## src/rtl/core/vtp_pkg.sv

```systemverilog
// Package for the velocity-to-position joint controller.
// Holds payload and state types, register codes, motion codes and rounding helpers.
// No dependencies.
package vtp_pkg;

    localparam int MAX_JOINTS  = 8;
    localparam int JOINT_LIMIT = (MAX_JOINTS < 8) ? MAX_JOINTS : 8;
    localparam int JW          = $clog2(JOINT_LIMIT);
    localparam int CW          = JW + 1;
    localparam int OFF_DEPTH   = JOINT_LIMIT * JOINT_LIMIT;
    localparam int AW          = 5;
    localparam int DIV_W       = 48;

    localparam logic [2:0] REG_JOINT_COUNT = 3'd0;
    localparam logic [2:0] REG_P_GAIN      = 3'd1;
    localparam logic [2:0] REG_D_GAIN      = 3'd2;
    localparam logic [2:0] REG_SYNC_GAIN   = 3'd3;
    localparam logic [2:0] REG_STOP_THR    = 3'd4;
    localparam logic [2:0] REG_GROUP_MAP   = 3'd5;

    localparam logic [1:0] MS_MOVING   = 2'd0;
    localparam logic [1:0] MS_STOPPING = 2'd1;
    localparam logic [1:0] MS_STOPPED  = 2'd2;

    typedef struct packed {
        logic signed [31:0] measured_position;
        logic signed [31:0] measured_velocity;
        logic               state_valid;
        logic signed [31:0] velocity_command;
        logic               command_present;
        logic               emergency_stop;
        logic [15:0]        period;
        logic               last_joint;
    } t_in;

    typedef struct packed {
        logic [2:0]         joint_number;
        logic signed [31:0] position_command;
        logic               write_enable;
        logic               status;
        logic               last_result;
    } t_out;

    typedef struct packed {
        logic [3:0]  joint_count;
        logic [15:0] proportional_gain;
        logic [15:0] derivative_gain;
        logic [15:0] sync_gain;
        logic [30:0] stop_velocity_threshold;
        logic [23:0] group_map;
    } t_cfg;

    typedef struct packed {
        logic signed [31:0] pos;
        logic signed [31:0] vel;
        logic signed [31:0] cmd;
        logic               pres;
    } t_samp;

    typedef struct packed {
        logic signed [31:0] prev_vel;
        logic               prev_valid;
        logic [1:0]         ms;
        logic signed [31:0] hold;
        logic               hold_valid;
    } t_jst;

    localparam t_jst JST_RESET = '{32'sd0, 1'b0, MS_STOPPED, 32'sd0, 1'b0};

    function automatic logic signed [31:0] sat32(input logic signed [63:0] x);
        logic signed [31:0] r;
        if (x > 64'sd2147483647) begin
            r = 32'sh7FFFFFFF;
        end else if (x < -64'sd2147483648) begin
            r = 32'sh80000000;
        end else begin
            r = x[31:0];
        end
        return r;
    endfunction

    // round to nearest, ties toward plus infinity
    function automatic logic signed [63:0] rnd_shr8(input logic signed [63:0] x);
        return (x + 64'sd128) >>> 8;
    endfunction

    function automatic logic signed [63:0] rnd_shr16(input logic signed [63:0] x);
        return (x + 64'sd32768) >>> 16;
    endfunction

endpackage

```

## src/rtl/core/vtp_regs.sv

```systemverilog
// APB-style configuration registers of the joint controller.
// Depends on vtp_pkg for the register codes and the t_cfg bundle.
module vtp_regs (
    input  logic                   i_clk,
    input  logic                   i_rst_n,
    input  logic                   psel,
    input  logic                   penable,
    input  logic                   pwrite,
    input  logic [vtp_pkg::AW-1:0] paddr,
    input  logic [31:0]            pwdata,
    output logic [31:0]            prdata,
    output logic                   pready,
    output vtp_pkg::t_cfg          o_cfg
);
    import vtp_pkg::*;

    t_cfg       r_cfg;
    logic [2:0] w_idx;

    assign w_idx  = paddr[AW-1:2];
    assign pready = 1'b1;
    assign o_cfg  = r_cfg;

    always_ff @(posedge i_clk) begin
        if (!i_rst_n) begin
            r_cfg.joint_count             <= 4'd1;
            r_cfg.proportional_gain       <= 16'd256;
            r_cfg.derivative_gain         <= 16'd256;
            r_cfg.sync_gain               <= 16'd256;
            r_cfg.stop_velocity_threshold <= 31'd655;
            r_cfg.group_map               <= 24'd16434824;
        end else if (psel && penable && pwrite) begin
            case (w_idx)
                REG_JOINT_COUNT: r_cfg.joint_count             <= pwdata[3:0];
                REG_P_GAIN:      r_cfg.proportional_gain       <= pwdata[15:0];
                REG_D_GAIN:      r_cfg.derivative_gain         <= pwdata[15:0];
                REG_SYNC_GAIN:   r_cfg.sync_gain               <= pwdata[15:0];
                REG_STOP_THR:    r_cfg.stop_velocity_threshold <= pwdata[30:0];
                REG_GROUP_MAP:   r_cfg.group_map               <= pwdata[23:0];
                default: ;
            endcase
        end
    end

    always_comb begin
        case (w_idx)
            REG_JOINT_COUNT: prdata = {28'd0, r_cfg.joint_count};
            REG_P_GAIN:      prdata = {16'd0, r_cfg.proportional_gain};
            REG_D_GAIN:      prdata = {16'd0, r_cfg.derivative_gain};
            REG_SYNC_GAIN:   prdata = {16'd0, r_cfg.sync_gain};
            REG_STOP_THR:    prdata = {1'b0, r_cfg.stop_velocity_threshold};
            REG_GROUP_MAP:   prdata = {8'd0, r_cfg.group_map};
            default:         prdata = 32'd0;
        endcase
    end

endmodule
```

## config.mk

```make
export PLATFORM = sky130hd
export DESIGN_NAME = vtp_regs
export DESIGN_NICKNAME = d
export VERILOG_FILES = /design/src/rtl/core/vtp_pkg.sv /design/src/rtl/core/vtp_regs.sv
export SDC_FILE = /design/constraint.sdc
export NUM_CORES = 1
export LEC_CHECK = 0
export BUFFER_PORTS_ARGS = -buffer_cell sky130_fd_sc_hd__buf_4
export CAP_MARGIN = 10
export CORE_UTILIZATION = 45
export DETAILED_ROUTE_END_ITERATION = 16
export GPL_ROUTABILITY_DRIVEN = 0
export PLACE_DENSITY = 0.8
export SLEW_MARGIN = 20
export SYNTH_ARGS = -nofsm -noshare
export SYNTH_HDL_FRONTEND = slang
export SYNTH_SLANG_ARGS = --single-unit
```

## constraint.sdc

```tcl
create_clock -name i_clk -period 1.3 [get_ports i_clk]
set_input_delay 0.13 -clock i_clk [delete_from_list [all_inputs] [get_ports i_clk]]
set_output_delay 0.13 -clock i_clk [all_outputs]
set_load 0.005 [all_outputs]
```

==> metrics.md <==
| Metric | Value |
|---|---|
| Number of rows created at floorplan | `37` |
| Post-detailed-route via-to-cell ratio | `~5.4` |
| Number of register bits inferred by synthesis | `107` |
| Failing checks | `negative setup slack` |
| Count of TritonRoute iterations in the first routing pass | `5` |
| Average wire per cell in the routed design | `17.2 um` |
| Core Box Area | `~0.010 mm^2` |
| Clock insertion delay at the later pin of the skew report | `between 0.3 and 0.4 ns` |
| Reg-to-reg startpoint | `o_cfg[7]` |
| Final number of max-transition violations | `0` |
| Wire length of the first global-routing pass | `between 20000 and 25000 um` |
| Leakage | `between 3 and 4 nW` |
| Largest fanout of any net on the critical path | `2` |
| Area taken by multi-input logic gates | `between 0.002 and 0.003 mm^2` |
| Flip-flop count of the largest register, all copies and words added | `approximately 110` |
| Top-Level Pins | `182` |
| Number of global-route vias before repair | `between 4000 and 5000` |
| Pwr Density | `between 800 and 900 mW/mm^2` |
| Number of max-capacitance violations reported | `0` |
| Fill cell count | `between 700 and 800` |
| H-tree depth | `3` |
| Antenna fix cells | `0` |
| Setup clock skew after layout | `0 ns` |
| Clock-pin transition on the worst setup and hold timing paths | `~0.11 ns` |
| Total nets after synthesis | `567` |
| DRC violations left | `0` |
| # hold bufs at CTS | `0` |
| I/O Buffers | `176` |
| Worst Hold Endpoint | `o_cfg[48]` |
| Area of the die | `around 0.011 mm^2` |
| Max Freq | `around 0.64 GHz` |
| HPWL after detailed placement | `10500 um` |
| Average size of a mapped cell | `roughly 9.4 um^2` |
| Critical path start-end classification | `reg2out` |
| Status | `complete, but fails checks` |
| Total number of nets in the final design | `roughly 800` |
| Critical path launch point type | `register` |
| TritonCTS Sinks | `roughly 110` |
| Antenna violations before repair | `0` |
| Count of flip-flops with a built-in enable after synthesis | `0` |
| Register area | `0.00220 mm^2` |
| Warnings, synthesis | `0` |
| Register area share after synthesis | `between 40% and 50%` |
| Hold/Removal Path Class | `in2reg` |
| Root buffer cell | `sky130_fd_sc_hd__clkbuf_8` |
| Count of unique library cells instantiated by Yosys | `34` |
| Most used flip-flop cell after synthesis | `sky130_fd_sc_hd__dfxtp_1` |
| Cell count after placement | `838` |
| Series of cell instances along the critical path | `mux2_4 -> a221oi_2 -> nor2_1 -> buf_4` |
| Count of cells along the worst hold path | `3` |
| Die H | `around 110 um` |
| Hold Vio Cnt, Final | `0` |
| Setup Slack @ Placement | `-0.134 ns` |
| Final cell count without fillers | `approximately 900` |
| Share of synthesized flip-flops with an asynchronous set or reset | `0%` |
| Clock tree from TritonCTS | `built` |
| Sum of overflow across all layers after global routing | `0` |
| Slowest stage cell on the critical path | `sky130_fd_sc_hd__dfxtp_2` |
| Antenna-violating nets left | `0` |
| Post-Synthesis Cell Area | `between 0.004 and 0.005 mm^2` |
| Arrival @ worst endpoint | `1.43 ns` |
| Area growth from synthesis to layout | `49.2%` |
| Required time at the endpoint of the critical path | `between 1 and 1.5 ns` |
| Core occupancy in the finished layout | `70.1%` |
| Overall Global Routing Usage | `26.9%` |
| Crit end category | `primary output` |
| Maximum number of pins on one net before global-route repair | `36` |
| Fraction of layout cells with a size suffix above 1 | `45.3%` |
| Terminus of the critical flop-to-flop path | `o_cfg[7]` |
| Number of buffers created by CTS | `9` |
| Worst reg2reg path depth | `4` |
| Initial drt markers | `290` |
| Critical path origin | `o_cfg[79]` |
| Hold Startpoint | `pwdata[24]` |
| Min cycle time layout | `1.56 ns` |
| Total Wirelength | `between 15000 and 20000 um` |
| RSZ-0062 raised after global routing | `true` |
| Fin worst setup slack | `-0.257 ns` |
| Die width | `about 110 um` |
| Maximum vdd drop | `between 700 and 800 uV` |
| Power, Total | `approximately 6 mW` |
| Gate count of the mapped netlist | `about 530` |
| Effective utilization at floorplan | `47.0%` |
| Setup slack on the worst flop-to-flop path | `roughly 0.40 ns` |
| CP max stage delay | `between 0.3 and 0.4 ns` |
| Period utilisation layout | `120%` |
| Number of vias after detailed routing | `between 4000 and 5000` |
| Max Buffers Root-to-Sink | `2` |
| Final count of negative-setup-slack endpoints | `16` |
final cells by class:
type                       count  area share [%]
clock buffer                  11            1.93
clock inverter                 5           0.580
multi-input combinational    359            34.7
tap                          136            2.32
timing repair buffer         265            29.7
sequential                   107            30.0
inverter                      14           0.717
worst max-delay path by stage:
stage / to / slack (ns) / cells after the start
CTS: prdata[8] / -0.27 / 4
floorplan: o_cfg[11] / 0.02 / 7
global placement: prdata[8] / -0.07 / 5
global route: prdata[9] / -0.32 / 4
detailed placement: o_cfg[42] / -0.13 / 6
finish: prdata[8] / -0.26 / 4
cell usage in the layout (no fill, tap or decap), types with 4 or more instances in the layout:
cell                       synthesis  layout
sky130_fd_sc_hd__o22ai_1           9       8
sky130_fd_sc_hd__buf_12            0      12
sky130_fd_sc_hd__a21o_1            9       9
sky130_fd_sc_hd__buf_6             4      10
sky130_fd_sc_hd__o311ai_0          5       5
sky130_fd_sc_hd__and2_1            7       7
sky130_fd_sc_hd__nor2_1           13      13
sky130_fd_sc_hd__buf_4             7     243
sky130_fd_sc_hd__o21ai_0          19      17
sky130_fd_sc_hd__mux2i_1         127     125
sky130_fd_sc_hd__nor2b_1          10      10
sky130_fd_sc_hd__clkbuf_8          0      10
sky130_fd_sc_hd__or3_1             4       4
sky130_fd_sc_hd__dfxtp_1         107      59
sky130_fd_sc_hd__inv_1            14      14
sky130_fd_sc_hd__nand2_1         116     116
sky130_fd_sc_hd__o211ai_1         12      12
sky130_fd_sc_hd__dfxtp_2           0      48
metal layers:
metal | share of wire (%) | wire (um) | global-route usage, %
met1 | 40 | 6180 | 32.0
met2 | 51 | 7780 | 48.3
met3 | 7.5 | 1150 | 5.82
met4 | 1.9 | 286 | 8.12
met5 | 0 | 0 | 0
synthesized netlist by cell type (4+ instances only):
master	count	area (um^2)
sky130_fd_sc_hd__clkbuf_1	27	101
sky130_fd_sc_hd__a21o_1	9	67.6
sky130_fd_sc_hd__mux2_2	5	56.3
sky130_fd_sc_hd__inv_1	14	52.6
sky130_fd_sc_hd__or3_1	4	25.0
sky130_fd_sc_hd__nor2b_1	10	62.6
sky130_fd_sc_hd__o311ai_0	5	43.8
sky130_fd_sc_hd__dfxtp_1	107	2140
sky130_fd_sc_hd__and2_1	7	43.8
sky130_fd_sc_hd__buf_2	6	30.0
sky130_fd_sc_hd__o22ai_1	9	56.3
sky130_fd_sc_hd__o21ai_0	19	95.1
sky130_fd_sc_hd__nor2_1	13	48.8
sky130_fd_sc_hd__nand2_1	116	435
sky130_fd_sc_hd__o211ai_1	12	90.1
sky130_fd_sc_hd__buf_6	4	45.0
sky130_fd_sc_hd__buf_4	7	52.6
sky130_fd_sc_hd__mux2i_1	127	1270
critical path, delay by kind of cell (launching register included):
kind            cells  cell delay (ns)
compound gates      1             0.25
simple gates        1             0.07
buf+inv             1             0.14
mux                 1             0.27
flops               1             0.34
cell families (layout without fill, tap and decap cells):
| family | count (synthesis) | after routing | share of synthesized area, % |
|---|---|---|---|
| and+or+nand+nor | 160 | 160 | 14.3 |
| muxes | 132 | 132 | 27.0 |
| DFF | 107 | 107 | 43.6 |
| AOI/OAI and AO/OA | 65 | 65 | 9.11 |
| buffers and inverters | 59 | 295 | 5.83 |
| other | 2 | 2 | 0.153 |
stage by stage:
| stage | area (um^2) | setup TNS [ns] | hold WS (ns) |
|---|---|---|---|
| final | 7330 | -1.93 | 0.0141 |
| after global routing | 7330 | -3.06 | 0.0201 |
| after detailed placement | 6670 | -4.50 | 0.399 |
| after global placement | 6670 | -2.20 | 0.393 |
| after floorplan | 4910 | 0 | 0.272 |
| after CTS | 7260 | -1.85 | 0.00913 |
where the power goes:
part,internal [mW],total (mW),leakage [nW],switching (mW)
clock,0.777,1.96,0.0909,1.19
sequential,3.30,3.32,0.880,0.0207
combinational,0.362,0.728,2.51,0.366
total,4.44,6.02,3.49,1.57
timing repair:
action	4_1_cts	5_1_grt
endpoints found under the setup margin	21	22
resized for setup	58	13
endpoints found under the hold margin	0	0
pin swaps	10	2
buffers inserted	39	4
Power figures use the tool's default switching activity.
