--- src/rtl/core/vtp_ram.sv ---
// Generic single-write, single-read RAM with registered read data.
// Read data holds while no read is issued. No dependencies.
module vtp_ram #(
    parameter int WIDTH = 32,
    parameter int DEPTH = 8
) (
    input  logic                     i_clk,
    input  logic                     i_we,
    input  logic [$clog2(DEPTH)-1:0] i_waddr,
    input  logic [WIDTH-1:0]         i_wdata,
    input  logic                     i_re,
    input  logic [$clog2(DEPTH)-1:0] i_raddr,
    output logic [WIDTH-1:0]         o_rdata
);

    logic [WIDTH-1:0] r_mem [DEPTH];
    logic [WIDTH-1:0] r_rdata;

    always_ff @(posedge i_clk) begin
        if (i_we) begin
            r_mem[i_waddr] <= i_wdata;
        end
        if (i_re) begin
            r_rdata <= r_mem[i_raddr];
        end
    end

    assign o_rdata = r_rdata;

endmodule

--- config.mk ---
export PLATFORM = sky130hd
export DESIGN_NAME = vtp_ram
export DESIGN_NICKNAME = d
export VERILOG_FILES = /design/src/rtl/core/vtp_ram.sv
export SDC_FILE = /design/constraint.sdc
export NUM_CORES = 1
export LEC_CHECK = 0
export ABC_CLOCK_PERIOD_IN_PS = 5460
export BUFFER_PORTS_ARGS = -buffer_cell sky130_fd_sc_hd__buf_2
export CORE_MARGIN = 2
export CORE_UTILIZATION = 45
export DETAILED_ROUTE_END_ITERATION = 10
export HOLD_SLACK_MARGIN = 0.1
export PLACE_DENSITY_LB_ADDON = 0.15
export SLEW_MARGIN = 20
export SYNTH_ARGS = -nofsm -noshare
export SYNTH_HDL_FRONTEND = slang
export SYNTH_SLANG_ARGS = --single-unit
--- constraint.sdc ---
create_clock -name i_clk -period 5.46 [get_ports i_clk]
set_input_delay 1.092 -clock i_clk [delete_from_list [all_inputs] [get_ports i_clk]]
set_output_delay 1.092 -clock i_clk [all_outputs]
set_load 0.05 [all_outputs]
==> insert_results.sql, run 1 <==
INSERT INTO impl_metrics (metric_group, metric, value, unit) VALUES
('timing', 'slew_violations', '0', ''),
('setup_path', 'worstSetupPathType', 'input port to flop', ''),
('timing', 'slew-limit-headroom', '29.32', '%'),
('clocking', 'path_clk_slew', '0.06', 'ns'),
('clocking', 'level_count_of_the_clock_h_tree', '1', ''),
('pwr', 'leakagePower', '0.004191', 'uW'),
('placed_design', 'gp_congestion', '0.6480', ''),
('setup_path', 'critPathArrivalTime', '3.09', 'ns'),
('clocking', 'post_cts_resized', '0', ''),
('timing', 'worst_margin_slew', '1.060', 'ns'),
('setup_path', 'critical_path_required', '5.75', 'ns'),
('timing', 'clock.fmax', '357.3', 'MHz'),
('synth', 'post_synth_num_cell_types', '12', ''),
('synth', 'synth_largest_type_area_fraction', '80.18', '%'),
('floorplan', 'rows', '56', ''),
('clocking', 'cts-root-to-sink-buffers', '3', ''),
('clocking', 'clock_latency_on_the_worst_skew_pair', '0.54', 'ns'),
('floorplan', 'floorplan.io_pins', '73', ''),
('pwr', 'p_int', '3891', 'uW'),
('floorplan', 'die_h', '158.8', 'um'),
('grt', 'globalRoute.totalOverflow', '0', ''),
('synth', 'synthArstFlopShare', '0', '%'),
('clocking', 'cts.hold.buffers_added', '0', ''),
('setup_path', 'worst_setup_path_start_kind', 'input port', ''),
('setup_path', 'worst_setup_path_end_kind', 'flop', ''),
('timing', 'post_route_skew', '0.007153', 'ns'),
('synth', 'netlist_instances', '415', ''),
('timing', 'timing.final.crit_period', '2.799', 'ns'),
('synth', 'synthTopCellsByCount', 'sky130_fd_sc_hd__edfxtp_1, sky130_fd_sc_hd__mux4_1, sky130_fd_sc_hd__mux2_2', ''),
('placed_design', 'io_buffer_count', '72', ''),
('min_path', 'min_delay_path_depth', '2', ''),
('placed_design', 'placement_stage_cell_area', '0.01155', 'sq mm'),
('floorplan', 'fp.dieArea', '0.02523', 'sq mm'),
('synth', 'ys_dominant_reg_cell', 'sky130_fd_sc_hd__edfxtp_1', ''),
('floorplan', 'die_width', '158.8', 'um'),
('routing', 'dr.pass1.iters', '4', ''),
('routing', 'final_antenna_net_count', '0', ''),
('timing', 'final.setup.worst_slack', '2.661', 'ns'),
('floorplan', 'initial_core_utilization', '45.95', '%'),
('grt', 'grt_start_max_net_pins', '59', ''),
('min_path', 'holdCritPathClass', 'flop to flop', ''),
('clocking', 'cts_sinks', '288', ''),
('setup_path', 'path_max_fanout', '58', ''),
('synth', 'synth_area_per_cell', '25.99', 'sq um'),
('grt', 'global_router_s_overall_resource_usage', '15.95', '%'),
('synth', 'main_area_contributors_after_synthesis', 'sky130_fd_sc_hd__edfxtp_1, sky130_fd_sc_hd__mux4_1, sky130_fd_sc_hd__mux4_2', ''),
('timing', 'fin_tns_setup', '0', 'ns'),
('synth', 'syn-cell-area', '0.01079', 'sq mm'),
('pwr', 'power.share.sequential', '52.1', '%'),
('setup_path', 'worst-r2r-cell-count', '2', ''),
('routing', 'detail_route.drc_violations', '0', ''),
('routing', 'route.detailed.wl_per_inst', '23.22', 'um'),
('cells_and_area', 'post_layout_net_count', '552', ''),
('pwr', 'power_frac_comb', '5.9', '%'),
('synth', 'ys_ff_latch', '288', ''),
('cells_and_area', 'design_area', '0.01256', 'sq mm'),
('grt', 'grt_pass1_vias', '4993', ''),
('pwr', 'switching_power', '993.9', 'uW'),
('synth', 'mappedNetlistNets', '456', ''),
('run', 'cap_violations', '0', ''),
('synth', 'yosysWarnings', '0', ''),
('pwr', 'clockPowerShare', '42.0', '%'),
('cells_and_area', 'final_layout_size_suffix_gt1_share', '35.21', '%'),
('timing', 'final.period_utilization', '51.26', '%'),
('cells_and_area', 'final_core_utilization', '53.52', '%'),
('clocking', 'cts_tree', 'done', ''),
('timing', 'rsz_0062_raised_after_global_routing', 'no', ''),
('outcome', 'outcome', 'completed', ''),
('timing', 'timing.final.hold_violations', '0', ''),
('grt', 'number_of_antenna_violations_at_the_first_check_in_global_routing', '1', ''),
('timing', 'finalSetupViolations', '0', '');
==> through the flow <==
stage          hold slack, ns  instances
6_report               0.7502        855
5_1_grt                0.7763        853
4_1_cts                0.7531        853
3_5_place_dp           0.7329        798
3_3_place_gp           0.7287        798
2_1_floorplan          0.7162        415
==> metal layers <==
metal	vias to the layer above	wire (um)	track usage [%]	part of all wire [%]
li1	2013	-	-	-
met1	2388	8369	20.45	42
met2	96	10360	28.48	52
met3	31	756	2.769	3.8
met4	0	367	3.753	1.8
met5	-	0	0	0
==> critical path, stage by stage <==
cell and delay, ns:
sky130_fd_sc_hd__buf_4 0.76, sky130_fd_sc_hd__buf_4 0.34, sky130_fd_sc_hd__mux4_1 0.57, sky130_fd_sc_hd__mux2_2 0.27
==> area by class of cell <==
| type | instances | area (sq um) |
|---|---|---|
| fill | 1860 | 10910 |
| sequential | 288 | 8648 |
| multi-input combinational | 109 | 2066 |
| clock buffer | 34 | 787.0 |
| timing repair buffer | 82 | 437.9 |
| tap | 319 | 399.1 |
| clock inverter | 21 | 220.2 |
| antenna | 2 | 5.005 |
==> sequential cells by signal, summed over array words and instances, names as in the netlist <==
register  cells
r_mem       256
o_rdata      32
==> cell usage in the layout, fill, tap and decap left out <==
master                         n
sky130_fd_sc_hd__bufinv_16     5
sky130_fd_sc_hd__nor2_4        6
sky130_fd_sc_hd__clkinvlp_4    1
sky130_fd_sc_hd__buf_4        11
sky130_fd_sc_hd__nand2b_1      3
sky130_fd_sc_hd__nand2_1       2
sky130_fd_sc_hd__nor3_2        2
sky130_fd_sc_hd__edfxtp_1    288
sky130_fd_sc_hd__mux2_2       32
sky130_fd_sc_hd__clkbuf_16    31
sky130_fd_sc_hd__mux4_2       24
sky130_fd_sc_hd__clkinv_2      5
sky130_fd_sc_hd__mux4_1       40
sky130_fd_sc_hd__clkbuf_1      3
sky130_fd_sc_hd__clkinv_1     10
sky130_fd_sc_hd__buf_2        71
sky130_fd_sc_hd__diode_2       2
==> worst paths after layout <==
| kind | start | endpoint | slack (ns) |
|---|---|---|---|
| max | i_raddr[0] | o_rdata[27]$_DFFE_PP_ | 2.66 |
| max reg2reg | r_mem[3][15]$_DFFE_PP_ | o_rdata[15]$_DFFE_PP_ | 4.05 |
| min | r_mem[0][20]$_DFFE_PP_ | o_rdata[20]$_DFFE_PP_ | 0.75 |
| min reg2reg | r_mem[0][20]$_DFFE_PP_ | o_rdata[20]$_DFFE_PP_ | 0.75 |
==> cell families after synthesis <==
logic type / count (synthesis) / share of synthesized area, %
mux: 96 / 18.10
flops: 288 / 80.18
simple gates: 13 / 0.5452
buf+inv: 18 / 1.183
==> power groups by stage <==
stage          sequential, uW  combinational [uW]  clock [uW]
2_1_floorplan            2660                 126           0
3_3_place_gp             2590                 287           0
3_5_place_dp             2590                 294           0
4_1_cts                  2550                 294        2100
5_1_grt                  2550                 309        2190
6_report                 2550                 287        2050
(Power assumes the default switching activity.)
==> run 2: changes to the inputs <==
--- a/config.mk
+++ b/config.mk
@@ -5,7 +5,7 @@
 export SDC_FILE = /design/constraint.sdc
 export NUM_CORES = 1
 export LEC_CHECK = 0
-export ABC_CLOCK_PERIOD_IN_PS = 5460
+export ABC_CLOCK_PERIOD_IN_PS = 2870
 export BUFFER_PORTS_ARGS = -buffer_cell sky130_fd_sc_hd__buf_2
 export CORE_MARGIN = 2
 export CORE_UTILIZATION = 45
==> constraint.sdc (replaced) <==
create_clock -name i_clk -period 2.87 [get_ports i_clk]
set_input_delay 0.574 -clock i_clk [delete_from_list [all_inputs] [get_ports i_clk]]
set_output_delay 0.574 -clock i_clk [all_outputs]
set_load 0.05 [all_outputs]
==> insert_results.sql, run 2 (same netlist as run 1, synthesis figures left out) <==
INSERT INTO impl_metrics (metric_group, metric, value, unit) VALUES
('outcome', 'outcome', 'completed', ''),
('floorplan', 'fp.dieArea', '0.02523', 'sq mm'),
('setup_path', 'timing.critical_path.slowest_cell_delay', '0.41', 'ns'),
('timing', 'rsz_0062_raised_after_global_routing', 'no', ''),
('cells_and_area', 'layout_common_cells', 'sky130_fd_sc_hd__edfxtp_1, sky130_fd_sc_hd__buf_2, sky130_fd_sc_hd__mux4_1', ''),
('clocking', 'post-cts-setup-buffer-count', '0', ''),
('floorplan', 'floorplan.io_pins', '73', ''),
('timing', 'final.period_utilization', '63.21', '%'),
('cells_and_area', 'layout_area_growth_over_synthesis', '16.46', '%'),
('cells_and_area', 'largest_register_ffs', '256', ''),
('grt', 'grt_util_met2', '28.82', '%'),
('pwr', 'total_power', '8835', 'uW'),
('cells_and_area', 'final_layout_size_suffix_gt1_share', '35.07', '%'),
('grt', 'globalRoute.busiestLayer', 'met2', ''),
('routing', 'detail_route.drc_violations', '0', ''),
('grt', 'gr-usage-met1', '19.88', '%'),
('setup_path', 'worstSetupPathType', 'flop to primary output', ''),
('floorplan', 'die_width', '158.8', 'um'),
('setup_path', 'worst_setup_path_start_kind', 'flop', ''),
('pwr', 'ir_worst_vdd', '0.4201', 'mV'),
('timing', 'finalSetupViolations', '0', ''),
('grt', 'global_router_s_overall_resource_usage', '15.97', '%'),
('grt', 'groute.layer.met3.usage', '3.187', '%'),
('setup_path', 'timing.critical_path.slowest_stage_cell', 'sky130_fd_sc_hd__edfxtp_1', ''),
('routing', 'first_iter_violations', '263', ''),
('grt', 'grt_pass1_wl', '30.04', 'mm'),
('run', 'cap_violations', '0', ''),
('min_path', 'holdCritPathClass', 'input port to flop', ''),
('clocking', 'clock_latency_on_the_worst_skew_pair', '0.54', 'ns'),
('clocking', 'cts_buffers', '29', ''),
('clocking', 'cts_tree', 'done', ''),
('cells_and_area', 'final_core_utilization', '53.52', '%'),
('routing', 'detail_route.vias_per_cell', '5.304', ''),
('cells_and_area', 'final-seq-area', '0.008648', 'sq mm'),
('setup_path', 'timing.critical_path.depth', '1', ''),
('placed_design', 'io_buffer_count', '72', ''),
('floorplan', 'die_h', '158.8', 'um'),
('clocking', 'cts-root-to-sink-buffers', '3', ''),
('cells_and_area', 'final_common_cell', 'sky130_fd_sc_hd__edfxtp_1', ''),
('clocking', 'post_cts_resized', '0', ''),
('grt', 'number_of_antenna_violations_at_the_first_check_in_global_routing', '2', ''),
('setup_path', 'cpLargestDelayFamily', 'flip-flops', ''),
('pwr', 'leakagePower', '0.004178', 'uW'),
('timing', 'fin_hold_ws', '0.2984', 'ns'),
('setup_path', 'critical_path_required', '2.30', 'ns'),
('placed_design', 'gp_congestion', '0.6615', ''),
('timing', 'slew-limit-headroom', '60.69', '%'),
('routing', 'drt_wl_total', '19.86', 'mm'),
('clocking', 'path_clk_slew', '0.06', 'ns'),
('timing', 'slew_violations', '0', ''),
('routing', 'dr.pass1.iters', '4', ''),
('setup_path', 'crit_path_cell_trace', 'buf_2', ''),
('setup_path', 'path_max_fanout', '1', ''),
('cells_and_area', 'area_occupied_by_multi_input_gates', '0.002078', 'sq mm'),
('routing', 'route.detailed.wl_per_inst', '23.20', 'um'),
('timing', 'post_route_skew', '0.007942', 'ns'),
('cells_and_area', 'post_layout_net_count', '554', ''),
('timing', 'final.setup.worst_slack', '1.056', 'ns'),
('clocking', 'root_buffer', 'sky130_fd_sc_hd__clkbuf_16', ''),
('floorplan', 'rows', '56', ''),
('setup_path', 'worst_setup_path_end_kind', 'primary output', ''),
('setup_path', 'worst-r2r-cell-count', '2', ''),
('grt', 'grt_pass1_vias', '5030', ''),
('min_path', 'hp-start', 'i_wdata[24]', ''),
('clocking', 'cts_sinks', '288', ''),
('placed_design', 'place_hpwl', '9.625', 'mm'),
('clocking', 'cts.hold.buffers_added', '0', ''),
('timing', 'clock.fmax', '551.2', 'MHz'),
('timing', 'worst_margin_slew', '0.5896', 'ns'),
('floorplan', 'initial_core_utilization', '45.95', '%'),
('clocking', 'level_count_of_the_clock_h_tree', '1', ''),
('floorplan', 'core_ar', '0.02347', 'sq mm'),
('timing', 'fin_tns_setup', '0', 'ns'),
('timing', 'timing.final.hold_violations', '0', ''),
('pwr', 'pwr_cell_area', '703.3', 'mW/mm^2'),
('routing', 'via_count', '4540', ''),
('grt', 'grt_start_max_net_pins', '65', ''),
('min_path', 'min_delay_path_depth', '1', ''),
('cells_and_area', 'filler_cell_count', '1794', ''),
('setup_path', 'worstSetupStartpoint', 'o_rdata[9]$_DFFE_PP_', ''),
('setup_path', 'regToRegStartpoint', 'r_mem[1][6]$_DFFE_PP_', ''),
('routing', 'final_antenna_net_count', '0', ''),
('setup_path', 'critPathArrivalTime', '1.24', 'ns'),
('timing', 'timing.final.crit_period', '1.814', 'ns'),
('cells_and_area', 'registers.top_by_ff_count', 'r_mem', ''),
('grt', 'globalRoute.totalOverflow', '0', ''),
('placed_design', 'pre_cts_ws', '0.5756', 'ns'),
('setup_path', 'timing.critical_path.buf_inv', '1', '');
run 2: power breakdown:
part           switching (uW)  leakage, uW  internal, uW
Combinational             350      0.00111           212
Clock                    1490     0.000428          1940
Sequential               37.0      0.00264          4810
run 2: path summary, 6_finish.rpt:
kind / endpoint / slack [ns]
worst max-delay path: o_rdata[9] / 1.06
worst min-delay path: r_mem[3][24]$_DFFE_PP_ / 0.30
worst max register to register: o_rdata[6]$_DFFE_PP_ / 1.46
worst min register to register: o_rdata[0]$_DFFE_PP_ / 0.74
run 2: per-layer routing:
metal  routed length [um]  up-vias
met1                 8207     2398
met2                10460       96
met5                   13        -
li1                     -     2019
met3                  908       25
met4                  266        2
run 2: area by class of cell:
class | count | area share, %
sequential | 288 | 68.84
antenna | 1 | 0.01992
tap | 319 | 3.177
clock buffer | 37 | 6.016
clock inverter | 17 | 0.8367
multi-input combinational | 109 | 16.54
timing repair buffer | 85 | 4.562
run 2: through the flow:
stage,instances,area [sq um]
finish,856,12560
global route,855,12560
CTS,855,12560
detailed placement,801,11700
global placement,801,11700
floorplan,415,10800
==> run 3: changes to the inputs <==
--- a/config.mk
+++ b/config.mk
@@ -5,7 +5,7 @@
 export SDC_FILE = /design/constraint.sdc
 export NUM_CORES = 1
 export LEC_CHECK = 0
-export ABC_CLOCK_PERIOD_IN_PS = 2870
+export ABC_CLOCK_PERIOD_IN_PS = 1750
 export BUFFER_PORTS_ARGS = -buffer_cell sky130_fd_sc_hd__buf_2
 export CORE_MARGIN = 2
 export CORE_UTILIZATION = 45
==> constraint.sdc (replaced) <==
create_clock -name i_clk -period 1.75 [get_ports i_clk]
set_input_delay 0.35 -clock i_clk [delete_from_list [all_inputs] [get_ports i_clk]]
set_output_delay 0.35 -clock i_clk [all_outputs]
set_load 0.05 [all_outputs]
==> insert_results.sql, run 3 (same netlist as run 1, synthesis figures left out) <==
INSERT INTO impl_metrics (metric_group, metric, value, unit) VALUES
('min_path', 'min_delay_path_depth', '3', ''),
('pwr', 'leakagePower', '0.004451', 'uW'),
('cells_and_area', 'area_occupied_by_multi_input_gates', '0.002086', 'sq mm'),
('timing', 'fin_hold_ws', '0.3146', 'ns'),
('floorplan', 'fp.dieArea', '0.02523', 'sq mm'),
('timing', 'final.period_utilization', '87.18', '%'),
('setup_path', 'worstReg2RegEnd', 'o_rdata[21]$_DFFE_PP_', ''),
('grt', 'globalRoute.totalOverflow', '0', ''),
('run', 'cap_violations', '0', ''),
('timing', 'finalSetupViolations', '0', ''),
('clocking', 'post_cts_resized', '0', ''),
('timing', 'timing.final.hold_violations', '0', ''),
('cells_and_area', 'largest_register_ffs', '256', ''),
('placed_design', 'place_hpwl', '11.05', 'mm'),
('timing', 'worst_margin_slew', '0.3686', 'ns'),
('timing', 'slew-limit-headroom', '75.37', '%'),
('setup_path', 'worst-r2r-cell-count', '2', ''),
('timing', 'final.setup.worst_slack', '0.2244', 'ns'),
('grt', 'groute.layer.met3.usage', '2.769', '%'),
('setup_path', 'timing.critical_path.buf_inv', '1', ''),
('clocking', 'path_clk_slew', '0.06', 'ns'),
('setup_path', 'worstSetupPathType', 'flop to primary output', ''),
('min_path', 'holdCritPathClass', 'input port to flop', ''),
('cells_and_area', 'layout_area_growth_over_synthesis', '22.20', '%'),
('floorplan', 'initial_core_utilization', '45.95', '%'),
('cells_and_area', 'layout_common_cells', 'sky130_fd_sc_hd__edfxtp_1, sky130_fd_sc_hd__buf_2, sky130_fd_sc_hd__mux4_1', ''),
('cells_and_area', 'final_layout_size_suffix_gt1_share', '34.88', '%'),
('cells_and_area', 'final_common_cell', 'sky130_fd_sc_hd__edfxtp_1', ''),
('cells_and_area', 'registers.top_by_ff_count', 'r_mem', ''),
('setup_path', 'worst_setup_path_end_kind', 'primary output', ''),
('setup_path', 'reg_to_reg_setup_timing_slack', '0.34', 'ns'),
('outcome', 'outcome', 'completed', ''),
('pwr', 'total_power', '14880', 'uW'),
('setup_path', 'worst_setup_path_start_kind', 'flop', ''),
('floorplan', 'die_h', '158.8', 'um'),
('cells_and_area', 'final-seq-area', '0.008648', 'sq mm'),
('setup_path', 'timing.critical_path.slowest_stage_cell', 'sky130_fd_sc_hd__edfxtp_1', ''),
('placed_design', 'gp_congestion', '0.6681', ''),
('timing', 'clock.fmax', '655.5', 'MHz'),
('min_path', 'hp-start', 'i_we', ''),
('clocking', 'clock_latency_on_the_worst_skew_pair', '0.54', 'ns'),
('routing', 'via_count', '4731', ''),
('setup_path', 'timing.critical_path.slowest_cell_delay', '0.40', 'ns'),
('floorplan', 'rows', '56', ''),
('pwr', 'pwr_cell_area', '1129', 'mW/mm^2'),
('routing', 'drt_wl_total', '20.03', 'mm'),
('clocking', 'root_buffer', 'sky130_fd_sc_hd__clkbuf_16', ''),
('grt', 'grt_start_max_net_pins', '33', ''),
('floorplan', 'floorplan.io_pins', '73', ''),
('cells_and_area', 'post_layout_net_count', '601', ''),
('clocking', 'level_count_of_the_clock_h_tree', '1', ''),
('clocking', 'cts-root-to-sink-buffers', '3', ''),
('routing', 'first_iter_violations', '206', ''),
('clocking', 'cts_tree', 'done', ''),
('timing', 'rsz_0062_raised_after_global_routing', 'no', ''),
('routing', 'final_antenna_net_count', '0', ''),
('timing', 'slew_violations', '0', ''),
('grt', 'gr-usage-met1', '21.53', '%'),
('floorplan', 'die_width', '158.8', 'um'),
('grt', 'globalRoute.busiestLayer', 'met2', ''),
('setup_path', 'crit_path_cell_trace', 'buf_2', ''),
('setup_path', 'critical_path_required', '1.40', 'ns'),
('setup_path', 'regToRegStartpoint', 'r_mem[3][21]$_DFFE_PP_', ''),
('setup_path', 'path_max_fanout', '1', ''),
('routing', 'dr.pass1.iters', '6', ''),
('floorplan', 'core_ar', '0.02347', 'sq mm'),
('timing', 'fin_tns_setup', '0', 'ns'),
('setup_path', 'critPathArrivalTime', '1.18', 'ns'),
('routing', 'detail_route.drc_violations', '0', ''),
('grt', 'global_router_s_overall_resource_usage', '16.34', '%'),
('cells_and_area', 'filler_cell_count', '1751', ''),
('grt', 'grt_pass1_vias', '5240', ''),
('setup_path', 'cpLargestDelayFamily', 'flip-flops', ''),
('grt', 'grt_util_met2', '28.54', '%'),
('min_path', 'endpoint_of_the_worst_hold_timing_path', 'r_mem[1][3]$_DFFE_PP_', ''),
('timing', 'post_route_skew', '0.01560', 'ns'),
('cells_and_area', 'antenna_cells_inserted', '0', ''),
('clocking', 'cts_buffers', '30', ''),
('clocking', 'cts_sinks', '288', ''),
('grt', 'number_of_antenna_violations_at_the_first_check_in_global_routing', '0', ''),
('placed_design', 'io_buffer_count', '72', ''),
('routing', 'route.detailed.wl_per_inst', '22.23', 'um'),
('timing', 'timing.final.crit_period', '1.526', 'ns'),
('routing', 'detail_route.vias_per_cell', '5.251', ''),
('grt', 'grt_pass1_wl', '31.15', 'mm'),
('placed_design', 'pre_cts_ws', '-0.1177', 'ns'),
('pwr', 'ir_worst_vdd', '0.8690', 'mV');
run 3: power by group:
part | switching, uW | leakage, uW | total [uW] | internal, uW
Sequential | 59.6 | 0.00264 | 7940 | 7880
Clock | 2400 | 0.000450 | 5910 | 3500
Combinational | 597 | 0.00136 | 1030 | 435
Total | 3060 | 0.00445 | 14900 | 11800
run 3: per-stage QoR:
step	std cells	cell area (sq um)	utilization (%)
final	901	13180	56.16
after global routing	901	13180	56.16
after CTS	901	13180	56.16
after detailed placement	815	11940	50.85
after global placement	815	11940	50.85
after floorplan	415	10830	-
run 3: layout make-up:
cell class	instances	share of cell area, %
Timing Repair Buffer	131	8.524
Clock inverter	15	0.9018
Sequential cell	288	65.61
Multi-Input combinational cell	109	15.82
Clock buffer	39	6.113
Tap cell	319	3.028
run 3: per-layer routing:
layer / part of all wire [%] / vias to the layer above
li1: - / 2112
met1: 43 / 2488
met2: 51 / 102
met3: 4.2 / 29
met4: 1.8 / 0
met5: 0 / -
run 3: repair_timing:
item | 4_1_cts | 5_1_grt
endpoints found under the hold margin | 256 | 0
hold buffers | 32 | 0
setup endpoints to repair | 0 | 0
setup buffers | 0 | 0
run 3: worst max path at each step:
stage	depth (start not counted)	slack (ns)	start	endpoint
floorplan	2	-0.03	i_we	r_mem[5][0]$_DFFE_PP_
global placement	4	-0.11	i_raddr[0]	o_rdata[14]$_DFFE_PP_
detailed placement	4	-0.12	i_raddr[0]	o_rdata[11]$_DFFE_PP_
CTS	1	0.17	o_rdata[5]$_DFFE_PP_	o_rdata[5]
global route	1	0.18	o_rdata[3]$_DFFE_PP_	o_rdata[3]
finish	1	0.22	o_rdata[5]$_DFFE_PP_	o_rdata[5]
run 3: worst register-to-register path: cells and delay by family, from the launching register on:
family  cells  cell delay (ns)
mux         2             0.80
flops       1             0.35
